## src/rtl/core/mcpt_pkg.sv

```systemverilog
`timescale 1ns / 1ps
`default_nettype none

package mcpt_pkg;

    localparam int NUM_TIMERS_DEFAULT = 16;
    localparam int OP_W               = 4;
    localparam int ID_W               = 4;
    localparam int DATA_W             = 32;
    localparam int MAX_FIRED          = 16;
    localparam int FIRE_CNT_W         = $clog2(MAX_FIRED + 1);

    localparam logic [OP_W-1:0] OP_REGISTER   = 4'd0;
    localparam logic [OP_W-1:0] OP_UNREGISTER = 4'd1;
    localparam logic [OP_W-1:0] OP_START      = 4'd2;
    localparam logic [OP_W-1:0] OP_RESTART    = 4'd3;
    localparam logic [OP_W-1:0] OP_STOP       = 4'd4;
    localparam logic [OP_W-1:0] OP_CLEAR_ALL  = 4'd5;
    localparam logic [OP_W-1:0] OP_TICK       = 4'd6;
    localparam logic [OP_W-1:0] OP_PROCESS    = 4'd7;
    localparam logic [OP_W-1:0] OP_READ_PER   = 4'd8;
    localparam logic [OP_W-1:0] OP_SET_COUNT  = 4'd9;

    localparam logic [DATA_W-1:0] COUNT_MAX = '1;

    // command token that walks down the chain of timer cells
    typedef struct packed {
        logic                  valid;
        logic [OP_W-1:0]       op;
        logic [ID_W-1:0]       timer_id;
        logic [DATA_W-1:0]     value;
        logic [DATA_W-1:0]     per_out;
        logic [FIRE_CNT_W-1:0] nfired;
    } wave_t;

endpackage

`default_nettype wire

```

## src/rtl/core/mcpt_cell.sv

```systemverilog
`timescale 1ns / 1ps
`default_nettype none

module mcpt_cell
    import mcpt_pkg::*;
#(
    parameter int NUM_TIMERS = NUM_TIMERS_DEFAULT,
    parameter int IDX        = 0
)
(
    input  wire logic  clk,
    input  wire logic  rst_n,
    input  wire wave_t wave_in,
    output wave_t      wave_out,
    output logic       fire
);

    localparam int IXW = (NUM_TIMERS > 1) ? $clog2(NUM_TIMERS) : 1;
    localparam int CW  = (IXW > ID_W) ? IXW : ID_W;

    logic              registered_reg, registered_next;
    logic              running_reg, running_next;
    logic [DATA_W-1:0] count_reg, count_next;
    logic [DATA_W-1:0] period_reg, period_next;
    logic              valid_reg;
    wave_t             wave_reg, wave_next;
    logic              hit;
    logic              armed;

    assign hit   = wave_in.valid && (CW'(wave_in.timer_id) == CW'(IDX));
    assign armed = running_reg && registered_reg;

    always_comb
    begin
        registered_next = registered_reg;
        running_next    = running_reg;
        count_next      = count_reg;
        period_next     = period_reg;
        wave_next       = wave_in;
        fire            = 1'b0;
        if (wave_in.valid)
        begin
            case (wave_in.op)
                OP_REGISTER:
                begin
                    if (hit && !registered_reg)
                    begin
                        count_next      = '0;
                        registered_next = 1'b1;
                    end
                end
                OP_UNREGISTER:
                begin
                    if (hit)
                    begin
                        registered_next = 1'b0;
                    end
                end
                OP_START:
                begin
                    if (hit && registered_reg)
                    begin
                        running_next = 1'b1;
                        count_next   = '0;
                        period_next  = wave_in.value;
                    end
                end
                OP_RESTART:
                begin
                    if (hit && registered_reg)
                    begin
                        running_next = 1'b1;
                        count_next   = '0;
                    end
                end
                OP_STOP:
                begin
                    if (hit && registered_reg)
                    begin
                        running_next = 1'b0;
                        count_next   = '0;
                        period_next  = '0;
                    end
                end
                OP_CLEAR_ALL:
                begin
                    registered_next = 1'b0;
                    running_next    = 1'b0;
                    count_next      = '0;
                    period_next     = '0;
                end
                OP_TICK:
                begin
                    if (armed && (count_reg != COUNT_MAX))
                    begin
                        count_next = count_reg + DATA_W'(1);
                    end
                end
                OP_PROCESS:
                begin
                    if (armed && (count_reg >= period_reg)
                        && (wave_in.nfired < FIRE_CNT_W'(MAX_FIRED)))
                    begin
                        count_next       = '0;
                        fire             = 1'b1;
                        wave_next.nfired = wave_in.nfired + FIRE_CNT_W'(1);
                    end
                end
                OP_READ_PER:
                begin
                    if (hit && registered_reg)
                    begin
                        wave_next.per_out = period_reg;
                    end
                end
                OP_SET_COUNT:
                begin
                    if (hit)
                    begin
                        count_next = wave_in.value;
                    end
                end
                default:
                begin
                end
            endcase
        end
    end

    always_ff @(posedge clk or negedge rst_n)
    begin
        if (!rst_n)
        begin
            registered_reg <= 1'b0;
            running_reg    <= 1'b0;
            count_reg      <= '0;
            period_reg     <= '0;
            valid_reg      <= 1'b0;
        end
        else
        begin
            registered_reg <= registered_next;
            running_reg    <= running_next;
            count_reg      <= count_next;
            period_reg     <= period_next;
            valid_reg      <= wave_in.valid;
        end
    end

    always_ff @(posedge clk)
    begin
        wave_reg <= wave_next;
    end

    always_comb
    begin
        wave_out       = wave_reg;
        wave_out.valid = valid_reg;
    end

endmodule

`default_nettype wire

```

## src/rtl/core/multi_channel_periodic_timer_unit.sv

```systemverilog
// Bank of NUM_TIMERS periodic timers held in a chain of timer cells, one
// timer per cell. An accepted item becomes a command token that walks down
// the chain one cell per cycle, from the launch register through the
// register of each cell, and its first result is then registered in the
// output register. A process item then reports its expired timers in
// ascending id order, scanning one timer per cycle while the output is not
// stalled (at most 16 are reported per item). Every other item, and a
// process item that finds nothing, gives one result with last set. The
// next item is taken only once the last result of the current one has
// entered the output register, so the block takes no new item before it is
// through with the current one.
`timescale 1ns / 1ps
`default_nettype none

module multi_channel_periodic_timer_unit
    import mcpt_pkg::*;
#(
    parameter int NUM_TIMERS = NUM_TIMERS_DEFAULT
)
(
    input  wire logic              clk,
    input  wire logic              rst_n,
    input  wire logic              in_valid,
    output logic                   in_stall,
    input  wire logic [OP_W-1:0]   op,
    input  wire logic [ID_W-1:0]   timer_id,
    input  wire logic [DATA_W-1:0] value,
    output logic                   out_valid,
    input  wire logic              out_stall,
    output logic                   fired,
    output logic [ID_W-1:0]        fired_id,
    output logic [DATA_W-1:0]      period_out,
    output logic                   last
);

    localparam int IXW = (NUM_TIMERS > 1) ? $clog2(NUM_TIMERS) : 1;

    typedef enum logic [3:0] {
        ST_IDLE   = 4'b0001,
        ST_WALK   = 4'b0010,
        ST_SCAN   = 4'b0100,
        ST_SINGLE = 4'b1000
    } state_t;

    state_t                  state_reg, state_next;
    wave_t                   launch_reg;
    logic                    launch_valid_reg;
    wave_t                   chain [0:NUM_TIMERS];
    logic [NUM_TIMERS-1:0]   fire_vec;
    logic [NUM_TIMERS-1:0]   mask_reg, mask_next;
    logic [IXW-1:0]          idx_reg, idx_next;
    logic [DATA_W-1:0]       per_reg, per_next;
    logic                    accept;
    logic                    can_push;
    logic                    push;
    logic                    push_fired;
    logic [ID_W-1:0]         push_id;
    logic [DATA_W-1:0]       push_per;
    logic                    push_last;
    logic                    rest_any;
    logic                    out_valid_reg;
    logic                    fired_reg;
    logic [ID_W-1:0]         fired_id_reg;
    logic [DATA_W-1:0]       period_out_reg;
    logic                    last_reg;

    assign in_stall = (state_reg != ST_IDLE);
    assign accept   = in_valid && !in_stall;
    assign can_push = !out_valid_reg || !out_stall;
    assign rest_any = ((mask_reg >> 1) != '0);

    always_comb
    begin
        chain[0]       = launch_reg;
        chain[0].valid = launch_valid_reg;
    end

    for (genvar i = 0; i < NUM_TIMERS; i++)
    begin : g_cell
        mcpt_cell #(
            .NUM_TIMERS (NUM_TIMERS),
            .IDX        (i)
        ) u_cell (
            .clk      (clk),
            .rst_n    (rst_n),
            .wave_in  (chain[i]),
            .wave_out (chain[i+1]),
            .fire     (fire_vec[i])
        );
    end

    always_comb
    begin
        state_next = state_reg;
        mask_next  = mask_reg;
        idx_next   = idx_reg;
        per_next   = per_reg;
        push       = 1'b0;
        push_fired = 1'b0;
        push_id    = '0;
        push_per   = '0;
        push_last  = 1'b1;
        case (state_reg)
            ST_IDLE:
            begin
                if (accept)
                begin
                    mask_next  = '0;
                    state_next = ST_WALK;
                end
            end
            ST_WALK:
            begin
                mask_next = mask_reg | fire_vec;
                if (chain[NUM_TIMERS].valid)
                begin
                    per_next = chain[NUM_TIMERS].per_out;
                    idx_next = '0;
                    if (mask_reg == '0)
                    begin
                        state_next = ST_SINGLE;
                    end
                    else
                    begin
                        state_next = ST_SCAN;
                    end
                end
            end
            ST_SCAN:
            begin
                if (mask_reg[0])
                begin
                    if (can_push)
                    begin
                        push       = 1'b1;
                        push_fired = 1'b1;
                        push_id    = ID_W'(idx_reg);
                        push_last  = !rest_any;
                        mask_next  = mask_reg >> 1;
                        idx_next   = idx_reg + IXW'(1);
                        if (!rest_any)
                        begin
                            state_next = ST_IDLE;
                        end
                    end
                end
                else
                begin
                    mask_next = mask_reg >> 1;
                    idx_next  = idx_reg + IXW'(1);
                end
            end
            ST_SINGLE:
            begin
                if (can_push)
                begin
                    push       = 1'b1;
                    push_per   = per_reg;
                    state_next = ST_IDLE;
                end
            end
            default:
            begin
                state_next = ST_IDLE;
            end
        endcase
    end

    always_ff @(posedge clk or negedge rst_n)
    begin
        if (!rst_n)
        begin
            state_reg        <= ST_IDLE;
            launch_valid_reg <= 1'b0;
            out_valid_reg    <= 1'b0;
        end
        else
        begin
            state_reg        <= state_next;
            launch_valid_reg <= accept;
            out_valid_reg    <= push || (out_valid_reg && out_stall);
        end
    end

    always_ff @(posedge clk)
    begin
        mask_reg <= mask_next;
        idx_reg  <= idx_next;
        per_reg  <= per_next;
        if (accept)
        begin
            launch_reg.valid    <= 1'b1;
            launch_reg.op       <= op;
            launch_reg.timer_id <= timer_id;
            launch_reg.value    <= value;
            launch_reg.per_out  <= '0;
            launch_reg.nfired   <= '0;
        end
        if (push)
        begin
            fired_reg      <= push_fired;
            fired_id_reg   <= push_id;
            period_out_reg <= push_per;
            last_reg       <= push_last;
        end
    end

    assign out_valid  = out_valid_reg;
    assign fired      = fired_reg;
    assign fired_id   = fired_id_reg;
    assign period_out = period_out_reg;
    assign last       = last_reg;

endmodule

`default_nettype wire

```

## config.mk

```make
export PLATFORM = sky130hd
export DESIGN_NAME = multi_channel_periodic_timer_unit
export DESIGN_NICKNAME = d
export VERILOG_FILES = /design/src/rtl/core/mcpt_pkg.sv /design/src/rtl/core/mcpt_cell.sv /design/src/rtl/core/multi_channel_periodic_timer_unit.sv
export SDC_FILE = /design/constraint.sdc
export NUM_CORES = 2
export LEC_CHECK = 0
export BUFFER_PORTS_ARGS = -buffer_cell sky130_fd_sc_hd__clkbuf_2
export CAP_MARGIN = 0
export CORE_MARGIN = 3
export CORE_UTILIZATION = 65
export DETAILED_ROUTE_END_ITERATION = 10
export MAX_ROUTING_LAYER = met4
export PLACE_DENSITY = 0.83
export SLEW_MARGIN = 25
export SYNTH_ARGS = -nofsm -noshare
export SYNTH_HDL_FRONTEND = slang
export SYNTH_SLANG_ARGS = --single-unit
```

## constraint.sdc

```tcl
create_clock -name clk -period 6.3 [get_ports clk]
set_clock_uncertainty 0.05 [all_clocks]
set_input_delay 0.315 -clock clk [delete_from_list [all_inputs] [get_ports clk]]
set_output_delay 0.315 -clock clk [all_outputs]
set_load 0.1 [all_outputs]
```

==> results.sh <==
export IMPL_critPathLaunchType="register"
export IMPL_final_antenna_net_count=0
export IMPL_grt_pass1_vias=83100
export IMPL_slew_violations=0
export IMPL_netlist_area_sq_mm=0.104
export IMPL_grt_pass1_wl_mm=446
export IMPL_num_rows=146
export IMPL_first_pass_iters=8
export IMPL_dr_first_iter_drc_count=9780
export IMPL_power_static_leakage_nw=48.9
export IMPL_fp_dieArea_sq_mm=0.165
export IMPL_start_util_pct=65.5
export IMPL_relSlewSlack_pct=25.8
export IMPL_fp_dieW_um=406
export IMPL_status="completed"
export IMPL_cts_max_path_buffers=3
export IMPL_grt_ovfl_total=0
export IMPL_synth_cells=11200
export IMPL_cp_required_ns=6.95
export IMPL_cts_sink_count=2381
export IMPL_die_h_um=406
export IMPL_tns_ns=0
export IMPL_rsz0062_at_grt="no"
export IMPL_cts_tree="built"
export IMPL_root_buffer="clkbuf_16"
export IMPL_synth_seq_cells=2381
export IMPL_route_vias_total=85100
export IMPL_post_cts_setup_buffers=0
export IMPL_antenna_found_initial=6
export IMPL_htreeDepth=4
export IMPL_insertion_delay_ns=0.85
export IMPL_fin_nets=11700
export IMPL_synth_flop_cell="dfxtp_1"
export IMPL_grt_start_max_net_pins=148
export IMPL_synthArstFlopShare_pct=45.3
export IMPL_synth_area_leader_cell="dfrtp_1"
export IMPL_dp_final_hpwl_mm=192
export IMPL_cts_made_buffers=226
export IMPL_gp_congestion=0.960
export IMPL_area_delta_synth_final_pct=10.7
export IMPL_vdd_drop_max_v=0.000351
export IMPL_min_delay_start="value[28]"
export IMPL_wl_per_cell_um=20.6
export IMPL_synth_edf_count=130
export IMPL_core_sq_mm=0.159
export IMPL_ys_seq_area_share_pct=52.3
export IMPL_r2r_cells=10
export IMPL_tightest_slew_ns=1.11
export IMPL_drive_above_1_share_pct=8.41
export IMPL_fin_crit_sh_pct=61.5
export IMPL_period_needed_ns=3.87
export IMPL_vias_per_cell=6.34
export IMPL_synth_fp_nets=11800
export IMPL_yosysWarnings=0
export IMPL_cts_reportedPaths_clkPinSlew_ns=0.07
export IMPL_finalPower_mw=45.7
export IMPL_syn_avg_cell_area_sq_um=9.25
export IMPL_io_pins=84
export IMPL_synthTopCellsByArea="dfrtp_1 (26%), dfxtp_1 (23%), o21ai_0 (6.9%)"
export IMPL_critical_path_class="register to register"
export IMPL_hold_viol=0
export IMPL_cap_viol_max_count=0
export IMPL_final_common_cell="nand2_1"
export IMPL_reg2reg_to="g_cell[9].u_cell.count_reg[29]$_DFFE_PN0P_"
export IMPL_hold_class="input port to register"
export IMPL_cp_max_fo=33
export IMPL_power_density_mw_per_mm2=397
export IMPL_grt_usage_pct=34.4
export IMPL_fmax_mhz=258
export IMPL_layout_common_cells="nand2_1 (1779), o21ai_0 (1437), dfxtp_1 (1173), dfrtp_1 (1077), inv_1 (688)"
export IMPL_io_buffers=83
export IMPL_setup_violations=0
export IMPL_largest_register_ffs=1173
export IMPL_final_cell_area_sq_mm=0.115
export IMPL_post_route_drc_count=0
export IMPL_yosys_area_top_type_share_pct=25.9
export IMPL_timing_rr_start="g_cell[9].u_cell.count_reg[0]$_DFFE_PN0P_"
export IMPL_r2r_setup_slack_ns=2.43
export IMPL_placed_area_sq_mm=0.106
export IMPL_min_to="chain[1313]$_DFFE_PP_"
export IMPL_cp_end_kind="register"
export IMPL_totalWireLength_mm=277
export IMPL_synth_cell_types=88
export IMPL_crit_arrival_ns=4.52
export IMPL_hold_path_depth=2
## kinds of logic (layout without fill, tap and decap cells)
kind of cell | Yosys count | count (layout) | synth area share (%)
AO/OA/AOI/OAI | 2999 | 2999 | 17.0
XOR/XNOR | 42 | 42 | 0.354
adder cells (fa/ha/maj) | 541 | 541 | 6.51
buffers and inverters | 1252 | 1359 | 4.54
flip-flops | 2381 | 2381 | 52.3
multiplexers | 254 | 254 | 2.74
other | 0 | 2 | 0
AND/OR/NAND/NOR | 3780 | 3780 | 16.7
## routing by layer
| metal | routed length, um | global-route usage [%] | vias to the layer above | part of all wire, % |
|---|---|---|---|---|
| li1 | - | - | 39400 | - |
| met1 | 110000 | 43.9 | 40800 | 40 |
| met2 | 134000 | 55.2 | 4060 | 48 |
| met3 | 20800 | 4.86 | 897 | 7.5 |
| met4 | 12600 | 14.3 | 0 | 4.5 |
| met5 | 0 | - | - | 0 |
## stage by stage
stage	utilization [%]	setup WS [ns]	cells	hold WS (ns)
finish	72.5	2.43	13400	0.123
CTS	72.4	2.16	13400	0.0673
floorplan	-	2.38	11200	-0.0306
detailed placement	66.9	2.20	12900	0.284
global route	72.5	2.13	13400	0.103
global placement	66.9	2.34	12900	0.277
## report_power, final
part | switching [mW] | total (mW) | internal (mW)
combinational | 5.96 | 9.67 | 3.71
sequential | 3.04 | 21.2 | 18.1
clock | 6.05 | 14.9 | 8.82
## layout make-up
class,instances,area [sq um]
well taps,2072,2590
diodes,2,5.00
clock buffers,302,6590
inverters,688,2580
flip-flops and latches,2381,54400
clock inverters,131,1700
multi-input cells,7616,45400
fillers,11000,43600
repair buffers,238,1900
## worst max-delay path by stage
stage	startpoint	end	cells past startpoint
6_report	g_cell[9].u_cell.count_reg[0]$_DFFE_PN0P_	g_cell[9].u_cell.count_reg[29]$_DFFE_PN0P_	10
2_1_floorplan	state_reg[0]$_DFFE_PN1P_	chain[1285]$_DFFE_PP_	2
4_1_cts	chain[1323]$_DFFE_PP_	g_cell[0].u_cell.count_reg[13]$_DFFE_PN0P_	11
5_1_grt	g_cell[9].u_cell.count_reg[0]$_DFFE_PN0P_	g_cell[9].u_cell.count_reg[12]$_DFFE_PN0P_	10
3_3_place_gp	g_cell[9].u_cell.count_reg[0]$_DFFE_PN0P_	g_cell[9].u_cell.count_reg[7]$_DFFE_PN0P_	10
3_5_place_dp	g_cell[9].u_cell.count_reg[0]$_DFFE_PN0P_	g_cell[9].u_cell.count_reg[29]$_DFFE_PN0P_	10
## cell usage after synthesis (15+ instances only)
cell type / count
dfxtp_1: 1173
o21a_1: 32
a32oi_1: 61
nand3b_1: 19
a221oi_1: 34
xnor2_1: 24
o22ai_1: 71
o21ai_0: 1437
o31ai_1: 66
nor4_1: 144
nand4_1: 155
mux2_2: 243
xor2_1: 18
nor3b_1: 27
inv_1: 688
clkbuf_1: 534
and2_1: 69
edfxtp_1: 130
a211oi_1: 54
dfrtp_1: 1077
nand3_1: 372
nor2_1: 529
a22oi_1: 104
and4_1: 30
nand2b_1: 62
buf_1: 16
nor3_1: 296
a21oi_1: 624
a211o_1: 26
and3_1: 136
nand2_1: 1786
ha_1: 541
nor2b_1: 49
or2_2: 24
o21bai_1: 15
a31oi_1: 90
o2bb2ai_1: 74
a21o_1: 83
o211ai_1: 70
## critical path, stage by stage, from the launching register on
cell	delay (ns)
dfrtp_1	0.40
ha_1	0.23
nand3_1	0.09
or4_1	0.50
nor2_1	0.27
nand2_1	0.16
nor3_1	0.54
a311o_1	0.27
buf_4	0.35
or2_2	0.60
o21ai_0	0.23
## repair_timing
item | 4_1_cts | 5_1_grt
hold buffers | 43 | 1
hold endpoints to repair | 168 | 23
gates resized for setup | 0 | 0
(Power assumes the default switching activity.)
